File: config.mk
export PLATFORM = sky130hd
export DESIGN_NAME = steim_frame_decoder_core
export DESIGN_NICKNAME = d
export VERILOG_FILES = /design/src/rtl/sfd_pkg.sv /design/src/rtl/steim_frame_decoder_core.sv /design/src/rtl/sfd_unpack.sv /design/src/rtl/sfd_emit.sv
export SDC_FILE = /design/constraint.sdc
export NUM_CORES = 1
export LEC_CHECK = 0
export BUFFER_PORTS_ARGS = -buffer_cell sky130_fd_sc_hd__buf_2
export CORE_MARGIN = 5
export CORE_UTILIZATION = 52
export CTS_CLUSTER_DIAMETER = 30
export DETAILED_ROUTE_END_ITERATION = 10
export PLACE_DENSITY = 0.71
export SETUP_SLACK_MARGIN = 0.02
export SKIP_LAST_GASP = 1
export SLEW_MARGIN = 25
export SYNTH_ARGS = -nofsm -noshare
export SYNTH_HDL_FRONTEND = slang
export SYNTH_HIERARCHICAL = 1
export SYNTH_SLANG_ARGS = --single-unit
File: constraint.sdc
create_clock -name clk_i -period 18.5 [get_ports clk_i]
set_clock_uncertainty 0.15 [all_clocks]
set_input_delay 0.925 -clock clk_i [delete_from_list [all_inputs] [get_ports clk_i]]
set_output_delay 0.925 -clock clk_i [all_outputs]
set_load 0.05 [all_outputs]
File: src/rtl/sfd_pkg.sv
package sfd_pkg;

  localparam int MaxDiffs = 7;

  // word codes from word 0 of a frame
  localparam logic [1:0] CODE_SKIP  = 2'd0;
  localparam logic [1:0] CODE_BYTES = 2'd1;
  localparam logic [1:0] CODE_HALF  = 2'd2;
  localparam logic [1:0] CODE_WIDE  = 2'd3;

  // Steim2 sub-codes (bits 31:30 of the assembled word)
  localparam logic [1:0] SUB2_D30 = 2'd1;
  localparam logic [1:0] SUB2_D15 = 2'd2;
  localparam logic [1:0] SUB2_D10 = 2'd3;
  localparam logic [1:0] SUB3_D6  = 2'd0;
  localparam logic [1:0] SUB3_D5  = 2'd1;
  localparam logic [1:0] SUB3_D4  = 2'd2;

  localparam logic MODE_STEIM1     = 1'b0;
  localparam logic HALF_HIGH_FIRST = 1'b0;

  // configuration register indexes
  localparam logic [1:0] REG_MODE = 2'd0;
  localparam logic [1:0] REG_MAP  = 2'd1;
  localparam logic [1:0] REG_HALF = 2'd2;

  localparam logic [7:0] MAP_RESET = 8'd27;

  typedef logic [MaxDiffs-1:0][31:0] diff_vec_t;

  typedef struct packed {
    diff_vec_t  diff;
    logic [2:0] count;
  } unpack_t;

  // one decoded data word waiting for the accumulator
  typedef struct packed {
    diff_vec_t   diff;
    logic [2:0]  count;
    logic        load_init;
    logic        start;
    logic [15:0] limit;
  } entry_t;

  function automatic logic [31:0] assemble(logic [31:0] raw, logic [7:0] map);
    logic [31:0] w;
    logic [1:0]  pos;
    w   = '0;
    pos = '0;
    // later file bytes win on a collision
    for (int b = 0; b < 4; b++) begin
      pos = map[2*b +: 2];
      w[8*pos +: 8] = raw[31-8*b -: 8];
    end
    return w;
  endfunction

endpackage

File: src/rtl/steim_frame_decoder_core.sv
// Steim1 / Steim2 record decoder.
// Input channel (in_valid_i / in_ready_o): one 32-bit record word per
// transaction, start_of_record_i marking word 0 of frame 0 together with the
// record's sample_limit_i. Output channel (out_valid_o / out_ready_i): one
// reconstructed sample per transaction with its index in the record;
// last_of_word_o flags the final sample shown for a word.
// Configuration: cfg_we_i writes cfg_wdata_i into register cfg_idx_i
// (0 mode, 1 byte map, 2 halfword order); write only while idle.
// Throughput: the accumulator handles one difference per cycle while the output
// is not stalled, and steps through every difference of a data word (1 to 7),
// counting differences past the sample limit. Code words, initial and final
// value words and words without differences cost one input transaction only.
// With the accumulator free, a word is first registered as a decoded entry and
// its first sample is then registered in the output register.
// A word is taken while the previous one finishes.
// Reset: configuration returns to Steim1, big-endian, and no record is open.
// Receiver stall: the output register and the decoded word hold; in_ready_o
// drops once a decoded word is waiting behind the stalled sample.
module steim_frame_decoder_core #(
  parameter int COUNT_WIDTH = 16
) (
  input  logic               clk_i,
  input  logic               rst_ni,
  input  logic               cfg_we_i,
  input  logic [1:0]         cfg_idx_i,
  input  logic [7:0]         cfg_wdata_i,
  input  logic               in_valid_i,
  output logic               in_ready_o,
  input  logic [31:0]        raw_word_i,
  input  logic               start_of_record_i,
  input  logic [15:0]        sample_limit_i,
  output logic               out_valid_o,
  input  logic               out_ready_i,
  output logic signed [31:0] sample_o,
  output logic [15:0]        sample_index_o,
  output logic               last_of_word_o
);
  import sfd_pkg::*;

  logic        mode_q;
  logic [7:0]  map_q;
  logic        half_q;

  logic [3:0]  wif_q, wif_d;
  logic        first_q, first_d;
  logic [31:0] codes_q, codes_d;
  logic [31:0] init_q, init_d;
  logic        pend_start_q, pend_start_d;
  logic [15:0] pend_limit_q, pend_limit_d;

  logic        accept;
  logic [3:0]  wif_eff;
  logic        first_eff;
  logic        is_codes;
  logic        is_init;
  logic        is_final;
  logic [31:0] code_sh;
  logic [1:0]  code;
  logic [31:0] asm_word;
  unpack_t     unp;
  entry_t      entry;
  logic        new_valid;
  logic        start_eff;
  logic [15:0] limit_eff;

  assign accept    = in_valid_i && in_ready_o;
  assign wif_eff   = start_of_record_i ? 4'd0 : wif_q;
  assign first_eff = start_of_record_i || first_q;
  assign is_codes  = (wif_eff == 4'd0);
  assign is_init   = first_eff && (wif_eff == 4'd1);
  assign is_final  = first_eff && (wif_eff == 4'd2);
  assign asm_word  = assemble(raw_word_i, map_q);

  // code for word j sits at bits 31-2j..30-2j
  assign code_sh = codes_q >> (5'd30 - {wif_eff, 1'b0});
  assign code    = code_sh[1:0];

  sfd_unpack u_unpack (
    .raw_word_i (raw_word_i),
    .code_i     (code),
    .mode_i     (mode_q),
    .map_i      (map_q),
    .half_i     (half_q),
    .unp_o      (unp)
  );

  assign start_eff = start_of_record_i || pend_start_q;
  assign limit_eff = start_of_record_i ? sample_limit_i : pend_limit_q;

  always_comb begin
    entry           = '0;
    entry.diff      = unp.diff;
    entry.count     = (is_codes || is_init || is_final) ? 3'd0 : unp.count;
    entry.load_init = first_eff && (wif_eff == 4'd3);
    entry.start     = start_eff;
    entry.limit     = limit_eff;
    if (entry.load_init) begin
      entry.diff[0] = init_q;
    end
  end

  assign new_valid = accept && (entry.count != 3'd0);

  always_comb begin
    wif_d        = wif_q;
    first_d      = first_q;
    codes_d      = codes_q;
    init_d       = init_q;
    pend_start_d = pend_start_q;
    pend_limit_d = pend_limit_q;
    if (accept) begin
      if (start_of_record_i) begin
        init_d = '0;
      end
      if (is_codes) begin
        codes_d = asm_word;
      end
      if (is_init) begin
        init_d = asm_word;
      end
      if (wif_eff == 4'd15) begin
        wif_d   = 4'd0;
        first_d = 1'b0;
      end else begin
        wif_d   = wif_eff + 4'd1;
        first_d = first_eff;
      end
      // a record start rides on the next word that carries differences
      if (entry.count != 3'd0) begin
        pend_start_d = 1'b0;
      end else begin
        pend_start_d = start_eff;
        pend_limit_d = limit_eff;
      end
    end
  end

  always_ff @(posedge clk_i or negedge rst_ni) begin
    if (!rst_ni) begin
      mode_q       <= MODE_STEIM1;
      map_q        <= MAP_RESET;
      half_q       <= HALF_HIGH_FIRST;
      wif_q        <= '0;
      first_q      <= 1'b1;
      codes_q      <= '0;
      init_q       <= '0;
      pend_start_q <= 1'b0;
      pend_limit_q <= '0;
    end else begin
      if (cfg_we_i) begin
        case (cfg_idx_i)
          REG_MODE: mode_q <= cfg_wdata_i[0];
          REG_MAP:  map_q  <= cfg_wdata_i;
          REG_HALF: half_q <= cfg_wdata_i[0];
          default:  ;
        endcase
      end
      wif_q        <= wif_d;
      first_q      <= first_d;
      codes_q      <= codes_d;
      init_q       <= init_d;
      pend_start_q <= pend_start_d;
      pend_limit_q <= pend_limit_d;
    end
  end

  sfd_emit #(
    .COUNT_WIDTH (COUNT_WIDTH)
  ) u_emit (
    .clk_i          (clk_i),
    .rst_ni         (rst_ni),
    .new_valid_i    (new_valid),
    .new_entry_i    (entry),
    .load_ready_o   (in_ready_o),
    .out_valid_o    (out_valid_o),
    .out_ready_i    (out_ready_i),
    .sample_o       (sample_o),
    .sample_index_o (sample_index_o),
    .last_of_word_o (last_of_word_o)
  );

  a_frame_wrap: assert property (@(posedge clk_i) disable iff (!rst_ni)
    accept && !start_of_record_i && (wif_q == 4'd15) |=> (wif_q == 4'd0) && !first_q)
    else $error("frame word counter did not wrap");

  a_record_start: assert property (@(posedge clk_i) disable iff (!rst_ni)
    accept && start_of_record_i |=> first_q && (wif_q == 4'd1))
    else $error("record start did not restart frame state");

  a_start_pending: assert property (@(posedge clk_i) disable iff (!rst_ni)
    accept && start_of_record_i |=> pend_start_q)
    else $error("record start lost before first data word");

endmodule

File: src/rtl/sfd_unpack.sv
module sfd_unpack (
  input  logic [31:0]      raw_word_i,
  input  logic [1:0]       code_i,
  input  logic             mode_i,
  input  logic [7:0]       map_i,
  input  logic             half_i,
  output sfd_pkg::unpack_t unp_o
);
  import sfd_pkg::*;

  unpack_t     u;
  logic [31:0] w;
  logic [1:0]  s;
  logic [7:0]  a;
  logic [7:0]  c;
  logic [15:0] h;

  always_comb begin
    u = '0;
    a = '0;
    c = '0;
    h = '0;
    w = assemble(raw_word_i, map_i);
    s = w[31:30];
    case (code_i)
      CODE_BYTES: begin
        for (int k = 0; k < 4; k++) begin
          u.diff[k] = 32'($signed(raw_word_i[31-8*k -: 8]));
        end
        u.count = 3'd4;
      end
      CODE_HALF: begin
        if (mode_i == MODE_STEIM1) begin
          for (int k = 0; k < 2; k++) begin
            a = raw_word_i[31-16*k -: 8];
            c = raw_word_i[23-16*k -: 8];
            h = (half_i == HALF_HIGH_FIRST) ? {a, c} : {c, a};
            u.diff[k] = 32'($signed(h));
          end
          u.count = 3'd2;
        end else begin
          case (s)
            SUB2_D30: begin
              u.diff[0] = 32'($signed(w[29:0]));
              u.count   = 3'd1;
            end
            SUB2_D15: begin
              for (int k = 0; k < 2; k++) begin
                u.diff[k] = 32'($signed(w[29-15*k -: 15]));
              end
              u.count = 3'd2;
            end
            SUB2_D10: begin
              for (int k = 0; k < 3; k++) begin
                u.diff[k] = 32'($signed(w[29-10*k -: 10]));
              end
              u.count = 3'd3;
            end
            default: u.count = 3'd0;
          endcase
        end
      end
      CODE_WIDE: begin
        if (mode_i == MODE_STEIM1) begin
          u.diff[0] = w;
          u.count   = 3'd1;
        end else begin
          case (s)
            SUB3_D6: begin
              for (int k = 0; k < 5; k++) begin
                u.diff[k] = 32'($signed(w[29-6*k -: 6]));
              end
              u.count = 3'd5;
            end
            SUB3_D5: begin
              for (int k = 0; k < 6; k++) begin
                u.diff[k] = 32'($signed(w[29-5*k -: 5]));
              end
              u.count = 3'd6;
            end
            SUB3_D4: begin
              for (int k = 0; k < 7; k++) begin
                u.diff[k] = 32'($signed(w[27-4*k -: 4]));
              end
              u.count = 3'd7;
            end
            default: u.count = 3'd0;
          endcase
        end
      end
      default: u.count = 3'd0;
    endcase
  end

  assign unp_o = u;

endmodule

File: src/rtl/sfd_emit.sv
module sfd_emit #(
  parameter int COUNT_WIDTH = 16
) (
  input  logic               clk_i,
  input  logic               rst_ni,
  input  logic               new_valid_i,
  input  sfd_pkg::entry_t    new_entry_i,
  output logic               load_ready_o,
  output logic               out_valid_o,
  input  logic               out_ready_i,
  output logic signed [31:0] sample_o,
  output logic [15:0]        sample_index_o,
  output logic               last_of_word_o
);
  import sfd_pkg::*;

  localparam logic [COUNT_WIDTH-1:0] CountMax = {COUNT_WIDTH{1'b1}};

  entry_t                 entry_q;
  logic                   entry_valid_q, entry_valid_d;
  logic [2:0]             idx_q, idx_d;
  logic [31:0]            running_q, running_d;
  logic [COUNT_WIDTH-1:0] count_q, count_d;
  logic [COUNT_WIDTH-1:0] limit_q, limit_d;
  logic                   out_valid_q, out_valid_d;
  logic [31:0]            sample_q;
  logic [15:0]            index_q;
  logic                   last_q;

  logic                   first_diff;
  logic                   last_diff;
  logic                   step;
  logic                   emit;
  logic [31:0]            cur_run;
  logic [31:0]            diff_k;
  logic [COUNT_WIDTH-1:0] cur_cnt;
  logic [COUNT_WIDTH-1:0] cur_lim;

  assign first_diff = (idx_q == 3'd0);
  assign last_diff  = (idx_q == (entry_q.count - 3'd1));
  assign step       = entry_valid_q && (!out_valid_q || out_ready_i);
  assign diff_k     = entry_q.diff[idx_q];

  // a new record clears the accumulator as its first difference goes through
  assign cur_run = (first_diff && entry_q.start) ? '0 : running_q;
  assign cur_cnt = (first_diff && entry_q.start) ? '0 : count_q;
  assign cur_lim = (first_diff && entry_q.start) ? COUNT_WIDTH'(entry_q.limit) : limit_q;
  assign emit    = (cur_cnt < cur_lim);

  assign load_ready_o = !entry_valid_q || (step && last_diff);

  always_comb begin
    running_d     = running_q;
    count_d       = count_q;
    limit_d       = limit_q;
    idx_d         = idx_q;
    entry_valid_d = entry_valid_q;
    out_valid_d   = out_valid_q && !out_ready_i;
    if (step) begin
      running_d   = (first_diff && entry_q.load_init) ? diff_k : cur_run + diff_k;
      count_d     = (cur_cnt == CountMax) ? cur_cnt : cur_cnt + 1'b1;
      limit_d     = cur_lim;
      idx_d       = idx_q + 3'd1;
      out_valid_d = emit;
      if (last_diff) begin
        entry_valid_d = 1'b0;
      end
    end
    if (new_valid_i && load_ready_o) begin
      entry_valid_d = 1'b1;
      idx_d         = 3'd0;
    end
  end

  always_ff @(posedge clk_i or negedge rst_ni) begin
    if (!rst_ni) begin
      entry_valid_q <= 1'b0;
      idx_q         <= '0;
      running_q     <= '0;
      count_q       <= '0;
      limit_q       <= '0;
      out_valid_q   <= 1'b0;
    end else begin
      entry_valid_q <= entry_valid_d;
      idx_q         <= idx_d;
      running_q     <= running_d;
      count_q       <= count_d;
      limit_q       <= limit_d;
      out_valid_q   <= out_valid_d;
    end
  end

  always_ff @(posedge clk_i) begin
    if (new_valid_i && load_ready_o) begin
      entry_q <= new_entry_i;
    end
    if (step && emit) begin
      sample_q <= running_d;
      index_q  <= 16'(cur_cnt);
      // past the limit nothing more of this word is shown
      last_q   <= last_diff || (COUNT_WIDTH'(cur_cnt + 1'b1) == cur_lim);
    end
  end

  assign out_valid_o    = out_valid_q;
  assign sample_o       = sample_q;
  assign sample_index_o = index_q;
  assign last_of_word_o = last_q;

endmodule

Word-level counts from Yosys, hierarchy flattened

Cells that the tools add are included.

Register bits after elaboration: 431
Output and inout port bits: 51

Add/subtract/negate cells: 10
Magnitude comparators: 2
Equality and inequality tests: 15
Shift operators: 9
Muxes and demuxes: 42
Bitwise gates (word level): 2
Reduce and logical (&&, ||, !) cells: 39

Operator list:

| cell                      | count |
|---|---|
| $pmux W160 S3             | 1 |
| $mux W32                  | 9 |
| $pmux W96 S3              | 1 |
| $pmux W32 S2              | 3 |
| $neg A5 Y34               | 4 |
| $shift A8 B34 Y32 const A | 4 |
| $shiftx A8 B34 Y32        | 4 |
| $bmux W32 S3              | 1 |
| $bwmux W32                | 3 |
| $mux W16                  | 6 |
| $mux W96                  | 1 |
| $pmux W32 S3              | 1 |
| $mux W67                  | 1 |
| $mux W35                  | 1 |
| $add A32 B32 Y32          | 1 |
| $and A32 B32 Y32          | 1 |
| $shr A32 B5 Y2            | 1 |
| $pmux W3 S3               | 2 |
| $add A16 B1 Y16 const B   | 1 |
| $eq A16 B16 Y1            | 1 |
| $eq A16 B16 Y1 const B    | 1 |
| $lt A16 B16 Y1            | 1 |
| $reduce_and A2 Y1         | 8 |
| $logic_and A1 B1 Y1       | 12 |
| 24 further kinds          | 50 |

Depth between registers and ports, before layout

Gate-level depths: netlist of the first run.

Word-level depth: 16
Mapped depth: 23

Cells and area by module

The synthesis of the first run kept the hierarchy.

By module, submodules not included:

| module                   | times used | cells each | area each (um2) | sequential area each (um2) |
|---|---|---|---|---|
| sfd_emit                 | 1          | 1253       | 16578.4         | 10555.1 |
| steim_frame_decoder_core | 1          | 600        | 6343.6          | 2408.6 |
| sfd_unpack               | 1          | 821        | 5486.5          | 0.0 |

Worst setup path before layout of the first run

No wires, ideal clock.

Path type: register -> register
Start point: reg map_q[0]
End point: reg u_emit/entry_q[0] (netlist bit) (enable)
Setup time: 0.638 ns
Arrival time: 9.346 ns
Data required time: 17.712 ns
Path slack: 8.365 ns
Cell stages (with the launch flop): 18
Path buffers: 3
Clock period less this slack: 10.135 ns
Path through: dfstp_2 > inv_1 > ha_1 > nor4b_4 > a32oi_1 > o21ai_0 > a22oi_1 > inv_1 > ha_1 > or2_2 > clkbuf_1 > clkbuf_1 > clkbuf_1 > o21ai_0 > nor3_1 > a221oi_2 > and2_1 > and2_1

RTL lines:

| what                   | line                            | text |
|---|---|---|
| start, declared        | steim_frame_decoder_core.sv:41  | `logic [7:0] map_q;` |
| start signal, assigned | steim_frame_decoder_core.sv:153 | `REG_MAP: map_q <= cfg_wdata_i;` |
| end signal, assigned   | sfd_emit.sv:95                  | `entry_q <= new_entry_i;` |
| end, declared          | sfd_emit.sv:19                  | `entry_t entry_q;` |

==> key figures, run 1 <==
GRT
  – Total congestion overflow: 0
  – Initial antenna violation count: 4
  – Largest net degree at the start of global routing: 215
  – Gr usage total: 30.5%
  – First-pass GRT wire length: 140 mm
  – Vias in the first global route: 22000

Worst setup path
  – CP max stage cell: dfrtp_1
  – Worst-path cell chain: inv_1 > ha_1 > nor4bb_2 > a32oi_1 > o21ai_0 > a22oi_1 > inv_1 > ha_1 > inv_1 > a21oi_1 > o21a_1 > a31oi_1 > nor2_1 > nor3_1 > a221oi_2 > and2_1 > and2_4 > buf_12 > buf_16
  – Critical path depth in cells: 19
  – Crit path max fanout: 114
  – CP Capture Type: register
  – WP buf/inv: 5
  – Top delay family on crit path: simple AND/OR/NAND/NOR gates
  – WP data required: 18610 ps
  – Setup crit start kind: register
  – R2r worst-path depth: 19
  – WS Path Type: reg2reg
  – CP max stage delay: 840 ps
  – Crit path top cell by count: inv_1
  – Worst EP arrival: 7410 ps

STA
  – Slew @ Worst Pin: 1250 ps
  – Setup TNS: 0 ps
  – RSZ-0062 raised after global routing: false
  – Minimum clock period: 7300 ps
  – Worst slew margin: 15.7%
  – Setup Viol. Count Final: 0
  – Final worst path period share: 39.4%
  – FMAX: 0.137 GHz
  – Final Max Tran Viols: 0
  – Hold Fails Final Rpt: 0

Routing
  – Final antenna-violating net count: 0
  – Initial DRC count: 2711
  – DR vias: 22600
  – TritonRoute pass-1 iters: 7
  – DR DRC count: 0
  – DR WL/cell: 27.3 µm
  – Final WL: 92.7 mm
  – Vias per cell: 6.65

Yosys
  – Post-Syn Nets: 2837
  – Synth cell types: 105
  – Synth Instances: 2674
  – Mapped Area: 28400 µm²
  – Post-synth EDFFs: 294
  – Synthesis Warnings: 6
  – Count of state elements after synthesis: 459
  – Post-synthesis async set-or-reset flop share: 35.9%
  – Register area share after synthesis: 45.6%
  – Top_reg_cell synth: edfxtp_1
  – Syn avg cell area: 10.6 µm²

CTS
  – Root buffer cell: clkbuf_16
  – Bufs on Longest Clock Path: 3
  – CTS Hold Bufs: 0
  – Clk_lat worst skew: 630 ps
  – Clock Sinks: 459
  – Num CTS Buffers: 94
  – Post-CTS setup repair buffer count: 0
  – TritonCTS clock tree: yes
  – CTS H-tree lvls: 3
  – Post-CTS resize count: 0
  – CTS clock-pin slew for the worst setup and hold paths: 50 ps

Final layout
  – Layout cells sized above 1: 20.1%
  – Most frequent cells in the layout: edfxtp_1 (294), nand2_1 (227), a21oi_1 (193), nor2_1 (168), dfrtp_1 (157)
  – Nets: 2780
  – Most common cell after layout, fill and taps aside: edfxtp_1
  – FILL cells: 4301
  – Layout area overhead: 12.4%
  – Fin area: 31900 µm²
  – Final core utilization: 59.2%

Floorplanning
  – Die Width: 244 µm
  – I/O pin count: 115
  – Starting Density: 52.7%
  – Total Die Area: 59400 µm²
  – Rows: 85
  – Core ar.: 53900 µm²
  – Die height: 244 µm

Place
  – Area after DPL: 28500 µm²
  – HPWL Detailed: 62.4 mm
  – Number of port buffers: 114
  – Routability cong.: 1.01

Power and ir drop
  – Maximum vdd drop: 0.000121 V
  – Leakage Power: 12.3 nW
  – PD cells: 203 nW/µm²

Min path
  – HP Class: in2async

Run
  – Max cap viols: 0

Status
  – Outcome: finished, final reports clean
==> cell families after synthesis <==
group | count (synthesis) | synth area share, %
compound gates | 752 | 18.4
simple gates | 722 | 13.1
flops | 459 | 45.6
buf+inv | 374 | 7.10
mux | 220 | 9.91
fa+ha+maj | 99 | 4.39
xor+xnor | 48 | 1.51
==> registers in the layout, indices dropped and copies added (netlist names) <==
signal	cells
wif_q	4
u_emit/count_q	16
first_q	1
u_emit/entry_valid_q	1
mode_q	1
u_emit/last_of_word_o	1
u_emit/running_q	32
pend_start_q	1
u_emit/sample_index_o	16
init_q	32
map_q	8
pend_limit_q	16
u_emit/entry_q	245
u_emit/limit_q	16
u_emit/idx_q	3
half_q	1
codes_q	32
u_emit/sample_o	32
u_emit/out_valid_o	1
==> path summary, 6_finish.rpt <==
check,start,to,slack (ps)
max,map_q[2],u_emit/entry_q[63],11200
min,rst_ni,u_emit/running_q[16],10
max reg2reg,map_q[2],u_emit/entry_q[63],11200
min reg2reg,codes_q[15],codes_q[15],330
max in group asynchronous,rst_ni,map_q[7],16720
min in group clk_i,codes_q[15],codes_q[15],330
==> area by class of cell <==
| type | instances | area (µm²) | share of cell area, % |
|---|---|---|---|
| Sequential cell | 459 | 13000 | 40.6 |
| Tap cell | 696 | 871 | 2.73 |
| Clock buffer | 103 | 2400 | 7.51 |
| Multi-Input combinational cell | 1841 | 13500 | 42.3 |
| Timing Repair Buffer | 160 | 978 | 3.06 |
| Inverter | 61 | 229 | 0.717 |
| Clock inverter | 74 | 982 | 3.08 |
| Antenna cell | 1 | 2.50 | 0.00784 |
==> synthesized netlist by cell type, drive strengths merged, types with 16 or more instances <==
master	n	share of area, %
dfrtp	160	14
mux2	117	4.8
nor4bb	16	0.56
a21oi	194	3.4
a32o	20	0.70
a221oi	20	0.64
buf	194	4.7
o21a	23	0.61
mux4	34	2.7
nor3	21	0.39
edfxtp	294	31
and2	63	1.4
o211ai	41	1.1
and3	21	0.46
a32oi	46	1.4
a31oi	34	0.80
nand3	67	1.2
nand4	32	0.73
mux2i	69	2.4
a221o	18	0.63
a22o	17	0.52
nor2b	24	0.53
clkbuf	119	1.6
nand2	227	3.0
xnor2	36	1.1
a21o	24	0.63
inv	59	0.78
o21ai	140	2.5
ha	98	4.3
a22oi	23	0.61
nor2	169	2.3
==> where the power goes <==
part / total (W) / switching (W) / internal (W)
combinational: 0.00303 / 0.00196 / 0.00107
clock: 0.00177 / 0.000591 / 0.00118
sequential: 0.00170 / 0.000178 / 0.00152
total: 0.00649 / 0.00273 / 0.00376
==> worst register-to-register path: cells and delay by family, from the launching register on <==
kind | cells | cell delay, ps
flops | 1 | 840
fa+ha+maj | 2 | 1190
buf+inv | 5 | 1630
compound gates | 7 | 1400
simple gates | 5 | 1630
==> through the flow <==
stage	setup WS, ps	hold WS (ps)	power, W	cells
3_5_place_dp	11530	316	0.00466	3215
3_3_place_gp	11370	324	0.00459	3214
6_report	11200	9.84	0.00649	3395
2_1_floorplan	8370	294	0.00398	2674
4_1_cts	11580	264	0.00646	3392
5_1_grt	10900	2.10	0.00686	3395
==> routing by layer <==
layer	track usage [%]	wire length (µm)
met3	7.21	8850
met1	41.7	37600
met2	46.3	41300
met4	14.3	4980
met5	0	34
(Power assumes the default switching activity.)
==> run 2: changes to the inputs <==
==> constraint.sdc (replaced) <==
create_clock -name clk_i -period 7 [get_ports clk_i]
set_clock_uncertainty 0.15 [all_clocks]
set_input_delay 0.35 -clock clk_i [delete_from_list [all_inputs] [get_ports clk_i]]
set_output_delay 0.35 -clock clk_i [all_outputs]
set_load 0.05 [all_outputs]
==> run 2 against run 1 <==
Combinational power increased to 2.6 times the previous value; global-route usage increased by 0.22 points; wire length increased by 1.5%; critical path type unchanged; critical endpoint is now u_emit/entry_q[42].
==> key figures, run 2 (synthesis results as in run 1) <==
GRT
  – Total congestion overflow: 0 (unchanged)
  – Largest net degree at the start of global routing: 62 (-71%)
  – First-pass GRT wire length: 141 mm (+0.51%)
  – Initial antenna violation count: 7 (+3)
  – Vias in the first global route: 22300 (+1.4%)
  – Gr usage total: 30.7% (+0.22 points)

Worst setup path
  – WS Path Type: reg2reg
  – WP data required: 7350 ps (-11260 ps)
  – CP max stage delay: 760 ps (-80 ps)
  – Worst EP arrival: 6070 ps (-1340 ps)
  – CP Capture Type: register
  – Crit path max fanout: 24 (-79%)
  – CP max stage cell: dfstp_2
  – Setup crit start kind: register
  – Worst-path cell chain: inv_1 > ha_1 > nor4b_4 > a32oi_1 > o21ai_0 > a22oi_2 > inv_1 > ha_1 > nor2_1 > or3_1 > o22a_2 > a41oi_4 > o21ai_0 > a22oi_1 > mux2_2

Place
  – Dpl cells: 3222 (+0.22%)
  – HPWL Detailed: 63.2 mm (+1.4%)
  – Routability cong.: 1.00 (-1.1%)
  – Number of port buffers: 114 (unchanged)

STA
  – Setup TNS: 0 ps (unchanged)
  – Final Max Tran Viols: 0 (unchanged)
  – Hold Fails Final Rpt: 0 (unchanged)
  – Setup Viol. Count Final: 0 (unchanged)
  – FMAX: 0.175 GHz (+28%)
  – Worst slew margin: 20.6% (+4.9 points)
  – Minimum clock period: 5720 ps (-1580 ps)
  – Final worst path period share: 81.7% (+42 points)
  – RSZ-0062 raised after global routing: false
  – Slew @ Worst Pin: 1180 ps (-65.7 ps)

Power and ir drop
  – Maximum vdd drop: 0.000340 V (+180%)
  – Leakage Power: 12.4 nW (+0.87%)
  – PD cells: 530 nW/µm² (+160%)

CTS
  – Clock Sinks: 459 (unchanged)
  – Root buffer cell: clkbuf_16
  – Num CTS Buffers: 92 (-2.1%)
  – CTS H-tree lvls: 3 (unchanged)
  – Bufs on Longest Clock Path: 3 (unchanged)
  – CTS clock-pin slew for the worst setup and hold paths: 50 ps (about the same)
  – Post-CTS setup repair buffer count: 0 (unchanged)
  – Clk_lat worst skew: 630 ps (about the same)
  – TritonCTS clock tree: yes

Final layout
  – Layout cells sized above 1: 20.0% (-0.17 points)
  – Nets: 2812 (+1.2%)
  – Most frequent cells in the layout: edfxtp_1 (294), nand2_1 (227), a21oi_1 (193), nor2_1 (168), dfrtp_1 (157)
  – Most common cell after layout, fill and taps aside: edfxtp_1
  – Largest Register: u_emit/entry_q
  – Final non-filler cell total: 3425 (+0.88%)
  – Layout area overhead: 13.2%
  – Largest register FFs: 245 (unchanged)

Floorplanning
  – Starting Density: 52.7% (unchanged)
  – Die height: 244 µm (unchanged)
  – I/O pin count: 115 (unchanged)
  – Rows: 85 (unchanged)
  – Total Die Area: 59400 µm² (unchanged)
  – Die Width: 244 µm (unchanged)
  – Core ar.: 53900 µm² (unchanged)

Routing
  – DR WL/cell: 27.5 µm (+0.58%)
  – TritonRoute pass-1 iters: 7 (unchanged)
  – DR DRC count: 0 (unchanged)
  – Vias per cell: 6.71 (+0.83%)
  – DR vias: 23000 (+1.7%)
  – Final WL: 94.1 mm (+1.5%)
  – Final antenna-violating net count: 0 (unchanged)
  – Initial DRC count: 2936 (+8.3%)

Run
  – Max cap viols: 0 (unchanged)

Status
  – Outcome: finished, final reports clean

Min path
  – HP Class: in2reg
run 2: cell types whose count changed in the layout (fill, tap and decap cells not counted), moves of 4 or more:
cell	previous run	this run
clkinvlp_4	16	10
clkinv_2	7	11
clkinv_4	11	6
buf_4	42	47
dlygate4sd3_1	0	29
run 2: power breakdown:
part           leakage, nW  internal, W  switching [W]
clock network         1.56      0.00302        0.00151
registers             4.87      0.00401       0.000529
logic                 5.97      0.00286        0.00512
total                 12.4      0.00989        0.00715
run 2: cell type report:
cell class / count / area, µm²
multi-input cells: 1841 / 13500
clock buffers: 108 / 2420
well taps: 696 / 871
inverters: 61 / 229
clock inverters: 63 / 835
fillers: 4269 / 21800
repair buffers: 194 / 1300
flip-flops and latches: 459 / 13000
diodes: 3 / 7.51
run 2: timing repair:
item | in CTS | in global routing
hold endpoints to repair | 86 | 0
gates resized for setup | 0 | 0
hold buffers | 29 | 0
run 2: worst paths after layout:
| check | from | to | slack [ps] | depth (start not counted) |
|---|---|---|---|---|
| setup / recovery | map_q[0] | u_emit/entry_q[42] | 1280 | 15 |
| setup reg to reg | map_q[0] | u_emit/entry_q[42] | 1280 | 15 |
| hold / removal | cfg_we_i | mode_q | 60 | 3 |
| max in group asynchronous | rst_ni | u_emit/idx_q[0] | 5240 | 3 |
| hold reg to reg | codes_q[11] | codes_q[11] | 340 | 2 |
| min in group asynchronous | rst_ni | map_q[2] | 130 | 2 |
run 2: metal layers:
metal	vias up	routed length, µm	global-route usage [%]
li1	10000	-	-
met1	11200	37800	41.4
met2	1406	41900	46.4
met3	323	9260	8.14
met4	8	5000	14.8
met5	-	60	0
run 2: through the flow:
stage	area (µm²)	power, W	util [%]	worst slack [ps]	hold WS [ps]
after floorplan	28400	0.0105	-	987	-95.6
after CTS	32100	0.0169	59.6	1430	33.4
after detailed placement	28600	0.0123	53.0	1450	166
after global placement	28500	0.0121	52.9	1570	158
after global routing	32200	0.0179	59.6	988	66.1
final	32200	0.0170	59.6	1280	61.2
run 2: critical path: cells and delay by family, from the launching register on:
family | cells | cell delay, ps
adders and majority gates | 2 | 1170
buffers and inverters | 2 | 310
AOI/OAI and AO/OA | 7 | 1980
DFF | 1 | 760
muxes | 1 | 180
and+or+nand+nor | 3 | 1040
